<file path="config.mk">
export PLATFORM = sky130hd
export DESIGN_NAME = one_shot_timer_pool_core
export DESIGN_NICKNAME = d
export VERILOG_FILES = /design/src/sv/otp_pkg.sv /design/src/sv/one_shot_timer_pool_core.sv
export VERILOG_INCLUDE_DIRS = /design/src /design/src/sv
export SDC_FILE = /design/constraint.sdc
export NUM_CORES = 2
export LEC_CHECK = 0
export BUFFER_PORTS_ARGS = -buffer_cell sky130_fd_sc_hd__buf_4
export CAP_MARGIN = 5
export CORE_MARGIN = 5
export CORE_UTILIZATION = 50
export CTS_CLUSTER_SIZE = 24
export DETAILED_ROUTE_END_ITERATION = 6
export PLACE_DENSITY = 0.78
export SETUP_SLACK_MARGIN = 0.4
export SLEW_MARGIN = 20
export SYNTH_ARGS = -nofsm -noshare
export SYNTH_HDL_FRONTEND = slang
export SYNTH_SLANG_ARGS = --single-unit
</file>
<file path="constraint.sdc">
create_clock -name aclk -period 9.7 [get_ports aclk]
set_input_delay 0.97 -clock aclk [delete_from_list [all_inputs] [get_ports aclk]]
set_output_delay 0.97 -clock aclk [all_outputs]
set_load 0.1 [all_outputs]
</file>
<file path="src/sv/one_shot_timer_pool_core_assert.svh">
// ----------------------------------------------------------------------------
// One-shot timer pool assertion macros
// Immediate-style wrappers around concurrent properties on aclk / aresetn.
// ----------------------------------------------------------------------------
`ifndef ONE_SHOT_TIMER_POOL_CORE_ASSERT_SVH
`define ONE_SHOT_TIMER_POOL_CORE_ASSERT_SVH

// same-cycle implication
`define OTP_ASSERT_NOW(label, ante, cons, msg) \
    label: assert property (@(posedge aclk) disable iff (!aresetn) (ante) |-> (cons)) \
        else $error(msg);

// next-cycle implication
`define OTP_ASSERT_NEXT(label, ante, cons, msg) \
    label: assert property (@(posedge aclk) disable iff (!aresetn) (ante) |=> (cons)) \
        else $error(msg);

`endif

</file>
<file path="src/sv/otp_pkg.sv">
// ----------------------------------------------------------------------------
// otp_pkg
// Types and constants shared by the one-shot timer pool.
// ----------------------------------------------------------------------------
package otp_pkg;

    localparam int TIMERS_DEFAULT = 16;

    typedef enum logic [1:0] {
        CMD_TICK    = 2'd0,
        CMD_CREATE  = 2'd1,
        CMD_STOP    = 2'd2,
        CMD_RESTART = 2'd3
    } cmd_t;

    typedef enum logic [1:0] {
        KIND_CREATED = 2'd0,
        KIND_FULL    = 2'd1,
        KIND_EXPIRED = 2'd2,
        KIND_DONE    = 2'd3
    } kind_t;

    typedef enum logic [1:0] {
        ST_IDLE,
        ST_CMD,
        ST_FIND,
        ST_SCAN
    } state_t;

    typedef struct packed {
        logic        valid;
        kind_t       kind;
        logic [3:0]  slot;
        logic [31:0] arg;
        logic        last;
    } push_t;

endpackage

</file>
<file path="src/sv/one_shot_timer_pool_core.sv">
// ----------------------------------------------------------------------------
// one_shot_timer_pool_core
// Pool of one-shot timers with a wrapping millisecond counter.
// ----------------------------------------------------------------------------
// Usage:
//   s_* channel takes commands: tick, create, stop, restart. m_* channel
//   returns result items (kind, slot_out, arg_out, last); last marks the
//   final item caused by one command. A tick with no expiry returns nothing.
//   Timer start times and {delay, arg} sit in two synchronous memories with
//   registered reads; running bits are flip-flops.
//   One command is in work at a time; s_ready is high only while idle.
//   Stop and restart load their result from ST_CMD; create loads it from
//   ST_FIND once the free-slot search, which walks one running bit per
//   cycle, finds a free slot or reaches the last one; tick runs the memory
//   read pipeline, which checks one slot per cycle unless stalled. The next
//   command is taken the cycle after the last result is loaded into the output register.
//   An expiry is held in a register so last can be set on the highest expired slot; a
//   second expiry while the output register is full and m_ready low stalls
//   the scan until the transfer completes. Commands still enter while an
//   earlier result waits in the output register.
//   Reset (aresetn low, synchronous) clears the counter, stops all timers
//   and empties the output register; stores need no clearing.
// ----------------------------------------------------------------------------
module one_shot_timer_pool_core #(
    parameter int TIMERS = otp_pkg::TIMERS_DEFAULT
) (
    input  logic        aclk,
    input  logic        aresetn,
    input  logic        s_valid,
    output logic        s_ready,
    input  logic [1:0]  s_command,
    input  logic [31:0] s_delay,
    input  logic [31:0] s_arg,
    input  logic [7:0]  s_slot,
    output logic        m_valid,
    input  logic        m_ready,
    output logic [1:0]  m_kind,
    output logic [3:0]  m_slot_out,
    output logic [31:0] m_arg_out,
    output logic        m_last
);
    import otp_pkg::*;

    localparam int SLOT_W = (TIMERS > 1) ? $clog2(TIMERS) : 1;
    localparam logic [SLOT_W-1:0] LAST_IDX = SLOT_W'(TIMERS - 1);

    // control state
    state_t             state_reg, state_next;
    logic [31:0]        now_ms_reg;
    logic [TIMERS-1:0]  running_reg;
    logic [SLOT_W-1:0]  scan_idx_reg;
    logic               iss_done_reg;
    logic               chk_valid_reg;
    logic [SLOT_W-1:0]  chk_idx_reg;
    logic               pend_valid_reg;
    logic [SLOT_W-1:0]  pend_slot_reg;
    logic [31:0]        pend_arg_reg;

    // latched command
    cmd_t               cmd_reg;
    logic [31:0]        dly_reg;
    logic [31:0]        arg_reg;
    logic [7:0]         slot_reg;

    // output register
    logic               m_valid_reg;
    kind_t              m_kind_reg;
    logic [3:0]         m_slot_out_reg;
    logic [31:0]        m_arg_out_reg;
    logic               m_last_reg;

    // memories
    logic [31:0]        start_mem [TIMERS];
    logic [63:0]        prm_mem   [TIMERS];
    logic [31:0]        start_rd_reg;
    logic [63:0]        prm_rd_reg;

    logic               s_xfer;
    logic               out_free;
    logic               slot_ok;
    logic [SLOT_W-1:0]  slot_idx;
    logic               find_free;
    logic               find_last;
    logic [31:0]        elapsed;
    logic               expired;
    logic               need_push;
    logic               advance;
    logic               drained;
    logic               rd_en;
    logic               create_we;
    logic               restart_we;
    logic               stop_clr;
    push_t              push;

    assign s_ready   = (state_reg == ST_IDLE);
    assign s_xfer    = s_valid && s_ready;
    assign out_free  = !m_valid_reg || m_ready;
    assign slot_ok   = (slot_reg < 8'(TIMERS));
    assign slot_idx  = slot_reg[SLOT_W-1:0];
    assign find_free = !running_reg[scan_idx_reg];
    assign find_last = (scan_idx_reg == LAST_IDX);
    assign elapsed   = now_ms_reg - start_rd_reg;
    assign expired   = chk_valid_reg && running_reg[chk_idx_reg]
                       && (elapsed >= prm_rd_reg[63:32]);
    // an expiry displaces the held one only if the output can take it
    assign need_push = expired && pend_valid_reg;
    assign advance   = !need_push || out_free;
    assign drained   = iss_done_reg && !chk_valid_reg;

    // next state
    always_comb begin
        state_next = state_reg;
        unique case (state_reg)
            ST_IDLE: begin
                if (s_xfer) begin
                    unique case (cmd_t'(s_command))
                        CMD_TICK:   state_next = ST_SCAN;
                        CMD_CREATE: state_next = ST_FIND;
                        default:    state_next = ST_CMD;
                    endcase
                end
            end
            ST_CMD: begin
                if (out_free) state_next = ST_IDLE;
            end
            ST_FIND: begin
                if ((find_free || find_last) && out_free) state_next = ST_IDLE;
            end
            ST_SCAN: begin
                if (drained && (!pend_valid_reg || out_free)) state_next = ST_IDLE;
            end
            default: state_next = ST_IDLE;
        endcase
    end

    // state outputs
    always_comb begin
        push       = '0;
        push.kind  = KIND_DONE;
        rd_en      = 1'b0;
        create_we  = 1'b0;
        restart_we = 1'b0;
        stop_clr   = 1'b0;
        unique case (state_reg)
            ST_IDLE: ;
            ST_CMD: begin
                push.valid = out_free;
                push.kind  = KIND_DONE;
                push.slot  = slot_reg[3:0];
                push.last  = 1'b1;
                restart_we = out_free && slot_ok && (cmd_reg == CMD_RESTART);
                stop_clr   = out_free && slot_ok && (cmd_reg == CMD_STOP);
            end
            ST_FIND: begin
                push.last = 1'b1;
                if (find_free) begin
                    push.valid = out_free;
                    push.kind  = KIND_CREATED;
                    push.slot  = 4'(scan_idx_reg);
                    create_we  = out_free;
                end else if (find_last) begin
                    push.valid = out_free;
                    push.kind  = KIND_FULL;
                end
            end
            ST_SCAN: begin
                push.kind = KIND_EXPIRED;
                push.slot = 4'(pend_slot_reg);
                push.arg  = pend_arg_reg;
                if (drained) begin
                    push.valid = pend_valid_reg && out_free;
                    push.last  = 1'b1;
                end else begin
                    push.valid = need_push && out_free;
                    rd_en      = advance && !iss_done_reg;
                end
            end
            default: ;
        endcase
    end

    // control registers
    always_ff @(posedge aclk) begin
        if (!aresetn) begin
            state_reg      <= ST_IDLE;
            now_ms_reg     <= '0;
            running_reg    <= '0;
            scan_idx_reg   <= '0;
            iss_done_reg   <= 1'b0;
            chk_valid_reg  <= 1'b0;
            chk_idx_reg    <= '0;
            pend_valid_reg <= 1'b0;
            m_valid_reg    <= 1'b0;
        end else begin
            state_reg <= state_next;

            if (s_xfer) begin
                scan_idx_reg   <= '0;
                iss_done_reg   <= 1'b0;
                chk_valid_reg  <= 1'b0;
                pend_valid_reg <= 1'b0;
                if (cmd_t'(s_command) == CMD_TICK) now_ms_reg <= now_ms_reg + 32'd1;
            end

            if (stop_clr)  running_reg[slot_idx]     <= 1'b0;
            if (create_we) running_reg[scan_idx_reg] <= 1'b1;
            if (state_reg == ST_FIND && !find_free && !find_last)
                scan_idx_reg <= scan_idx_reg + 1'b1;

            if (state_reg == ST_SCAN && !drained && advance) begin
                if (expired) begin
                    running_reg[chk_idx_reg] <= 1'b0;
                    pend_valid_reg           <= 1'b1;
                end
                if (!iss_done_reg) begin
                    chk_valid_reg <= 1'b1;
                    chk_idx_reg   <= scan_idx_reg;
                    if (scan_idx_reg == LAST_IDX) iss_done_reg <= 1'b1;
                    else scan_idx_reg <= scan_idx_reg + 1'b1;
                end else begin
                    chk_valid_reg <= 1'b0;
                end
            end
            if (state_reg == ST_SCAN && drained && push.valid) pend_valid_reg <= 1'b0;

            if (push.valid)   m_valid_reg <= 1'b1;
            else if (m_ready) m_valid_reg <= 1'b0;
        end
    end

    // payload registers
    always_ff @(posedge aclk) begin
        if (s_xfer) begin
            cmd_reg  <= cmd_t'(s_command);
            dly_reg  <= s_delay;
            arg_reg  <= s_arg;
            slot_reg <= s_slot;
        end
        if (state_reg == ST_SCAN && !drained && advance && expired) begin
            pend_slot_reg <= chk_idx_reg;
            pend_arg_reg  <= prm_rd_reg[31:0];
        end
        if (push.valid) begin
            m_kind_reg     <= push.kind;
            m_slot_out_reg <= push.slot;
            m_arg_out_reg  <= push.arg;
            m_last_reg     <= push.last;
        end
    end

    // start time store
    always_ff @(posedge aclk) begin
        if (create_we)  start_mem[scan_idx_reg] <= now_ms_reg;
        if (restart_we) start_mem[slot_idx]     <= now_ms_reg;
        if (rd_en)      start_rd_reg <= start_mem[scan_idx_reg];
    end

    // {delay, arg} store
    always_ff @(posedge aclk) begin
        if (create_we) prm_mem[scan_idx_reg] <= {dly_reg, arg_reg};
        if (rd_en)     prm_rd_reg <= prm_mem[scan_idx_reg];
    end

    assign m_valid    = m_valid_reg;
    assign m_kind     = m_kind_reg;
    assign m_slot_out = m_slot_out_reg;
    assign m_arg_out  = m_arg_out_reg;
    assign m_last     = m_last_reg;

    `include "one_shot_timer_pool_core_assert.svh"

    `OTP_ASSERT_NOW(a_push_room, push.valid, !m_valid_reg || m_ready,
                    "push into full output")
    `OTP_ASSERT_NOW(a_idle_empty, state_reg == ST_IDLE, !chk_valid_reg,
                    "check stage busy in idle")
    `OTP_ASSERT_NOW(a_stall_pend, state_reg == ST_SCAN && !advance, pend_valid_reg,
                    "scan stalled without held expiry")
    `OTP_ASSERT_NEXT(a_create_run, create_we, running_reg[$past(scan_idx_reg)],
                     "created slot not running")

endmodule
</file>
Word-level counts from Yosys, hierarchy flattened
Memories as Yosys holds them, arrays and structs flattened. A register that Yosys moved wholly into a read port is not among the register bits.
Cells that the tools add are included.
W data, S select, Z words.
{"block": "word_totals", "ff_bits": 211, "ramBits": 1536, "word_cells": 154, "n_memories": 2}
{"memory": "prm_mem", "depth": 16, "width": 64, "rd": 1, "rd_ports_with_merged_regs": 1, "write_ports": 1, "line_no": "one_shot_timer_pool_core.sv:74", "text": "logic [63:0] prm_mem [TIMERS];"}
{"memory": "start_mem", "depth": 16, "width": 32, "rd": 1, "rd_ports_with_merged_regs": 1, "write_ports": 1, "line_no": "one_shot_timer_pool_core.sv:73", "text": "logic [31:0] start_mem [TIMERS];"}
{"block": "op_classes", "n_addsub": 3, "n_lt_le_gt_ge": 8, "eq_ne": 11, "n_mux": 59, "bitwise_logic": 7, "n_reduce_logical": 45}
{"cell": "$mux W16", "n": 6}
{"cell": "$add A32 B1 Y32 const B", "n": 1}
{"cell": "$and A16 B16 Y16", "n": 2}
{"cell": "$ge A32 B32 Y1", "n": 1}
{"cell": "$mux W32", "n": 1}
{"cell": "$not A16 Y16", "n": 2}
{"cell": "$reduce_or A32 Y1", "n": 1}
{"cell": "$sub A32 B32 Y32", "n": 1}
{"cell": "$mux W1", "n": 30}
{"cell": "$mux W4", "n": 7}
{"cell": "$logic_and A1 B1 Y1", "n": 23}
{"cell": "$pmux W7 S3", "n": 1}
{"cell": "$or A16 B16 Y16", "n": 1}
{"cell": "$lt A4 B5 Y1 const B", "n": 3}
{"cell": "$demux W1 S4", "n": 3}
{"cell": "$ge A4 B1 Y1 const B", "n": 3}
{"cell": "$bmux W1 S4", "n": 2}
{"cell": "$eq A2 B2 Y1 const B", "n": 4}
{"cell": "$logic_not A1 Y1", "n": 8}
{"cell": "$lt A8 B5 Y1 const B", "n": 1}
{"cell": "$mux W2", "n": 4}
{"cell": "$pmux W2 S4", "n": 1}
{"cell": "$mux W3", "n": 2}
{"cell": "$ne A2 B2 Y1 const B", "n": 3}
{"cell": "13 further kinds", "n": 22}

Depth between registers and ports, before layout
{"block": "depth", "ltp_word": 14, "mapped_depth": 22, "ltp_nobuf": 21}

Worst setup path after synthesis
OpenSTA, ideal clock, no wires.
{"block": "synth_path", "path_type": "flip-flop to flip-flop", "start": "register now_ms_reg[0]", "end": "register pend_arg_reg[0], enable pin", "setup_time_ns": 0.414, "arrival_time_ns": 5.259, "required_ns": 9.286, "slack_ns": 4.027, "stages_incl_launch_ff": 22, "cell_sequence": "dfxtp_1 > inv_1 > ha_1 > inv_1 > fa_1 > a21oi_1 > o21ai_0 > a211oi_1 > o21ai_0 > a21boi_0 > o21bai_1 > a21oi_1 > xnor2_1 > ha_1 > nand4_1 > nor4_1 > nand2_1 > o211ai_1 > a31o_2 > a21oi_1 > nor3b_2 > clkbuf_1"}
{"block": "synth_via", "elab_chain_cells": 8}
{"element": "from (decl)", "line_no": "one_shot_timer_pool_core.sv:49", "text": "logic [31:0] now_ms_reg;"}
{"element": "from (signal assigned)", "line_no": "one_shot_timer_pool_core.sv:202", "text": "if (cmd_t'(s_command) == CMD_TICK) now_ms_reg <= now_ms_reg + 32'd1;"}
{"element": "$sub A32 B32 Y32 (*)", "line_no": "one_shot_timer_pool_core.sv:102", "text": "assign elapsed = now_ms_reg - start_rd_reg;"}
{"element": "$ge A32 B32 Y1 (*)", "line_no": "one_shot_timer_pool_core.sv:104", "text": "&& (elapsed >= prm_rd_reg[63:32]);"}
{"element": "$logic_and A1 B1 Y1 (*)", "line_no": "one_shot_timer_pool_core.sv:104"}
{"element": "$logic_and A1 B1 Y1", "line_no": "one_shot_timer_pool_core.sv:106", "text": "assign need_push = expired && pend_valid_reg;"}
{"element": "$logic_not A1 Y1", "line_no": "one_shot_timer_pool_core.sv:107", "text": "assign advance = !need_push || out_free;"}
{"element": "$logic_or A1 B1 Y1", "line_no": "one_shot_timer_pool_core.sv:107"}
{"element": "$logic_and A1 B1 Y1", "line_no": "one_shot_timer_pool_core.sv:239", "text": "if (state_reg == ST_SCAN && !drained && advance && expired) begin"}
{"element": "$logic_and A1 B1 Y1 (*)", "line_no": "one_shot_timer_pool_core.sv:239"}
{"element": "to (signal assigned)", "line_no": "one_shot_timer_pool_core.sv:241", "text": "pend_arg_reg <= prm_rd_reg[31:0];"}
{"element": "to (decl)", "line_no": "one_shot_timer_pool_core.sv:57", "text": "logic [31:0] pend_arg_reg;"}
Every way passes the cells marked *; elsewhere a longest branch is shown, timed or not.
A chain may end at the register's enable or synchronous reset.

Final worst setup path
{"block": "layout_path", "start": "register now_ms_reg[0]", "end": "register start_rd_reg[1], read port of start_mem, enable pin"}
{"block": "layout_via", "elab_chain_cells": 9}
{"element": "$sub A32 B32 Y32", "line_no": "one_shot_timer_pool_core.sv:102"}
{"element": "$ge A32 B32 Y1", "line_no": "one_shot_timer_pool_core.sv:104"}
{"element": "$logic_and A1 B1 Y1", "line_no": "one_shot_timer_pool_core.sv:104"}
{"element": "$logic_and A1 B1 Y1", "line_no": "one_shot_timer_pool_core.sv:106"}
{"element": "$logic_not A1 Y1", "line_no": "one_shot_timer_pool_core.sv:107"}
{"element": "$logic_or A1 B1 Y1", "line_no": "one_shot_timer_pool_core.sv:107"}
{"element": "$logic_and A1 B1 Y1", "line_no": "one_shot_timer_pool_core.sv:175", "text": "rd_en = advance && !iss_done_reg;"}
{"element": "$mux W1", "line_no": "one_shot_timer_pool_core.sv:170", "text": "if (drained) begin"}
{"element": "$mux W1", "line_no": "one_shot_timer_pool_core.sv:144", "text": "unique case (state_reg)"}
{"element": "to (decl)", "line_no": "one_shot_timer_pool_core.sv:75", "text": "logic [31:0] start_rd_reg;"}
Every way passes these cells.

==> flow_summary_export.csv <==
group,metric,value,unit
outcome,status,"finished, final reports clean",
worst_setup_path,crit_chain,"inv_1 -> ha_1 -> inv_1 -> fa_1 -> a21oi_1 -> o21ai_0 -> a211oi_1 -> o311ai_1 -> a2111oi_2 -> nor3_1 -> a211oi_1 -> xnor2_1 -> ha_1 -> a21o_1 -> a211oi_1 -> o31ai_1 -> a211oi_4 -> buf_4 -> buf_4",
floorplanning,dieArea,150000,um^2
synth,yosys_warnings,0,
timing,max_freq,160,MHz
detailed_routing,route.detailed.drc,0,
cts,htree_num_levels,4,
floorplanning,initial_core_util,50.3,%
timing,setup_violations,0,
grt,grt_pass1_vias,35500,
detailed_routing,vias_per_cell,6.31,
power_and_ir_drop,leakage,24.4,nW
placement,dp_hpwl,81.8,mm
cts,cts_tree,"built",
cts,root_buffer,"clkbuf_16",
grt,grt_max_degree,145,
min_path,hp-class,"input port to flip-flop",
synth,synth.top_cell.area_share,75.1,%
worst_setup_path,r2r_slack,3470,ps
power_and_ir_drop,clkPwrFrac,41.4,%
grt,overflow,0,
grt,grt_antenna_before_repair,2,
layout,area_delta_synth_final,12.7,%
worst_setup_path,cp-start-kind,"flip-flop",
layout,seqCellArea,54700,um^2
timing,maxSlewViolCount,0,
worst_setup_path,critPathCaptureType,"flip-flop",
floorplanning,fp.coreArea,142000,um^2
timing,rsz0062_at_grt,"no",
power_and_ir_drop,seq_power_share,55.1,%
synth,synthTopCellsByArea,"edfxtp_1 75%, mux4_2 15%, dfxtp_1 1.7%",
cts,post_cts_buffers,0,
detailed_routing,wl_per_cell,30.6,um
worst_setup_path,arrival,6660,ps
cts,insertion_delay,830,ps
worst_setup_path,crit_start,"now_ms_reg[0]$_SDFFE_PN0P_",
cts,clk_pin_slew_worst_paths,70,ps
grt,grt_first_pass_wirelength,244,mm
worst_setup_path,crit_path_max_incr_delay,740,ps
timing,skew,46.3,ps
floorplanning,die_x,387,um
synth,synth_area,71200,um^2
worst_setup_path,cp_top_family,"compound AO/OA/AOI/OAI gates",
worst_setup_path,worst-path-buf-inv,4,
synth,synth_async_sr_flop_share,0,%
synth,synthDistinctLibCells,68,
synth,synth_most_common_cell,"edfxtp_1",
timing,hold_viol,0,
power_and_ir_drop,ir_drop,159,uV
synth,avgSynthCellArea,22.1,um^2
worst_setup_path,worst_ep_required_time,10120,ps
floorplanning,num_rows,138,
floorplanning,die_h,387,um
timing,period_share,64.2,%
synth,syn_inst,3222,
detailed_routing,dr_total_vias,34500,
synth,synth_edf_count,1781,
worst_setup_path,reg2reg_to,"start_rd_reg[1]$_DFFE_PP_",
power_and_ir_drop,power.switching,3.48,mW
layout,nNetsFinal,3582,
power_and_ir_drop,p_int,12.8,mW
worst_setup_path,reg2reg_from,"now_ms_reg[0]$_SDFFE_PN0P_",
worst_setup_path,r2r_cells,19,
synth,synth_commonest_cells,"1781 x edfxtp_1, 489 x mux4_2, 94 x clkbuf_1",
layout,largest_reg_flops,1024,
cts,numCtsBuffers,173,
timing,relSlewSlack,24.9,%
timing,layout_min_cycle_time,6230,ps
synth,synth_seq_cells,1843,
worst_setup_path,cpMaxStageDelayCell,"buf_4",
worst_setup_path,critPathKind,"flip-flop to flip-flop",
power_and_ir_drop,combPwrFrac,3.5,%
worst_setup_path,crit_path_frequent_cell,"a211oi_1",
synth,ys_seq_area_share,76.8,%
power_and_ir_drop,p_per_area,203,nW/um^2
detailed_routing,wl,167,mm
cts,cts.path.max_buffers,3,
floorplanning,pin_count,119,
placement,globalplace.congestion,0.903,
power_and_ir_drop,sw_frac_of_total,21.3,%
worst_setup_path,path_max_fanout,55,
layout,multi_input_area,15800,um^2
power_and_ir_drop,p_total,16.3,mW
layout,nFillCells,9904,
grt,grt_use_total,22.2,%
cts,cts_resized,0,
timing,setup_tns,0,ps
worst_setup_path,cp_num_cells,19,
layout,layout-drive-gt1-share,27.1,%
flow_run,maxCapViolCount,0,
timing,tightest_slew,1130,ps
cts,cts_sinks,1843,
detailed_routing,drt_pre_antenna_iters,5,
synth,synth_largest_area_cell,"edfxtp_1",
detailed_routing,ant_nets,0,
placement,numPortBuffers,118,
layout,final_util,56.7,%
worst_setup_path,endpoint,"start_rd_reg[1]$_DFFE_PP_",
synth,syn-num-nets,3373,
detailed_routing,drtIter0Drc,4656,
cts,ctsHoldBuffers,0,
synth,synth_ff_type,"edfxtp_1",
-- final cells by class --
class                           instances  share of cell area, %
Tap cell                             1890                   2.95
Inverter                               83                  0.401
Timing Repair Buffer                  174                   1.70
Sequential cell                      1843                   68.2
Multi-Input combinational cell       1156                   19.7
Clock inverter                        106                   1.32
Clock buffer                          210                   5.70
Antenna cell                            1                0.00312
-- worst min-delay path by stage --
| stage | start | to | slack [ps] | depth (start not counted) |
|---|---|---|---|---|
| finish | s_arg[24] | arg_reg[24]$_DFFE_PP_ | 310 | 1 |
| global route | s_arg[22] | arg_reg[22]$_DFFE_PP_ | 300 | 1 |
| CTS | s_arg[24] | arg_reg[24]$_DFFE_PP_ | 270 | 1 |
| detailed placement | prm_rd_reg[2]$_DFFE_PP_ | pend_arg_reg[2]$_DFFE_PP_ | 410 | 0 |
| global placement | prm_rd_reg[19]$_DFFE_PP_ | pend_arg_reg[19]$_DFFE_PP_ | 400 | 0 |
| floorplan | prm_rd_reg[0]$_DFFE_PP_ | pend_arg_reg[0]$_DFFE_PP_ | 400 | 0 |
-- placed cells by master (no fill, tap or decap), types with 21 or more instances in the layout --
cell	n
a21oi_1	52
and2_1	65
buf_4	170
clkbuf_1	30
clkbuf_16	176
clkinv_1	39
clkinv_2	32
dfxtp_1	59
edfxtp_1	1781
ha_1	72
inv_1	81
mux4_2	489
nand2_1	46
nand3_1	26
nor2_1	44
nor2b_1	21
o21ai_0	32
xnor2_1	36
-- kinds of logic after synthesis --
kind of cell	synth area share, %
xor+xnor	0.639
simple gates	2.38
fa+ha+maj	1.29
compound gates	2.06
flops	76.8
buf+inv	1.20
mux	15.6
-- power groups by stage --
stage | clock network, mW | registers (mW) | logic (mW)
floorplan | 0 | 9.18 | 0.318
global placement | 0 | 9.15 | 0.552
detailed placement | 0 | 9.17 | 0.560
CTS | 6.83 | 9.00 | 0.572
global route | 7.21 | 9.02 | 0.597
finish | 6.76 | 9.00 | 0.565
-- worst register-to-register path, stage by stage (launching register included) --
cell	delay (ps)
dfxtp_1	470
inv_1	180
ha_1	200
inv_1	60
fa_1	400
a21oi_1	210
o21ai_0	140
a211oi_1	450
o311ai_1	230
a2111oi_2	560
nor3_1	110
a211oi_1	290
xnor2_1	160
ha_1	260
a21o_1	160
a211oi_1	330
o31ai_1	190
a211oi_4	290
buf_4	360
buf_4	760
-- layer usage --
metal  part of all wire [%]  global-route usage, %  vias to the layer above
li1                       -                      -                    13900
met4                    2.8                   6.76                        0
met2                     51                   37.6                     2078
met5                      0                      0                        -
met3                    8.9                   4.27                      319
met1                     37                   29.5                    18200
-- through the flow --
| stage | worst slack (ps) | instances | hold slack [ps] | cell area, um^2 |
|---|---|---|---|---|
| after floorplan | 4030 | 3222 | 400 | 71200 |
| after global placement | 3720 | 5145 | 403 | 74600 |
| after detailed placement | 3570 | 5145 | 406 | 74600 |
| after CTS | 3510 | 5461 | 268 | 80200 |
| after global routing | 3110 | 5462 | 296 | 80300 |
| final | 3470 | 5463 | 311 | 80300 |
Power figures use the tool's default switching activity.
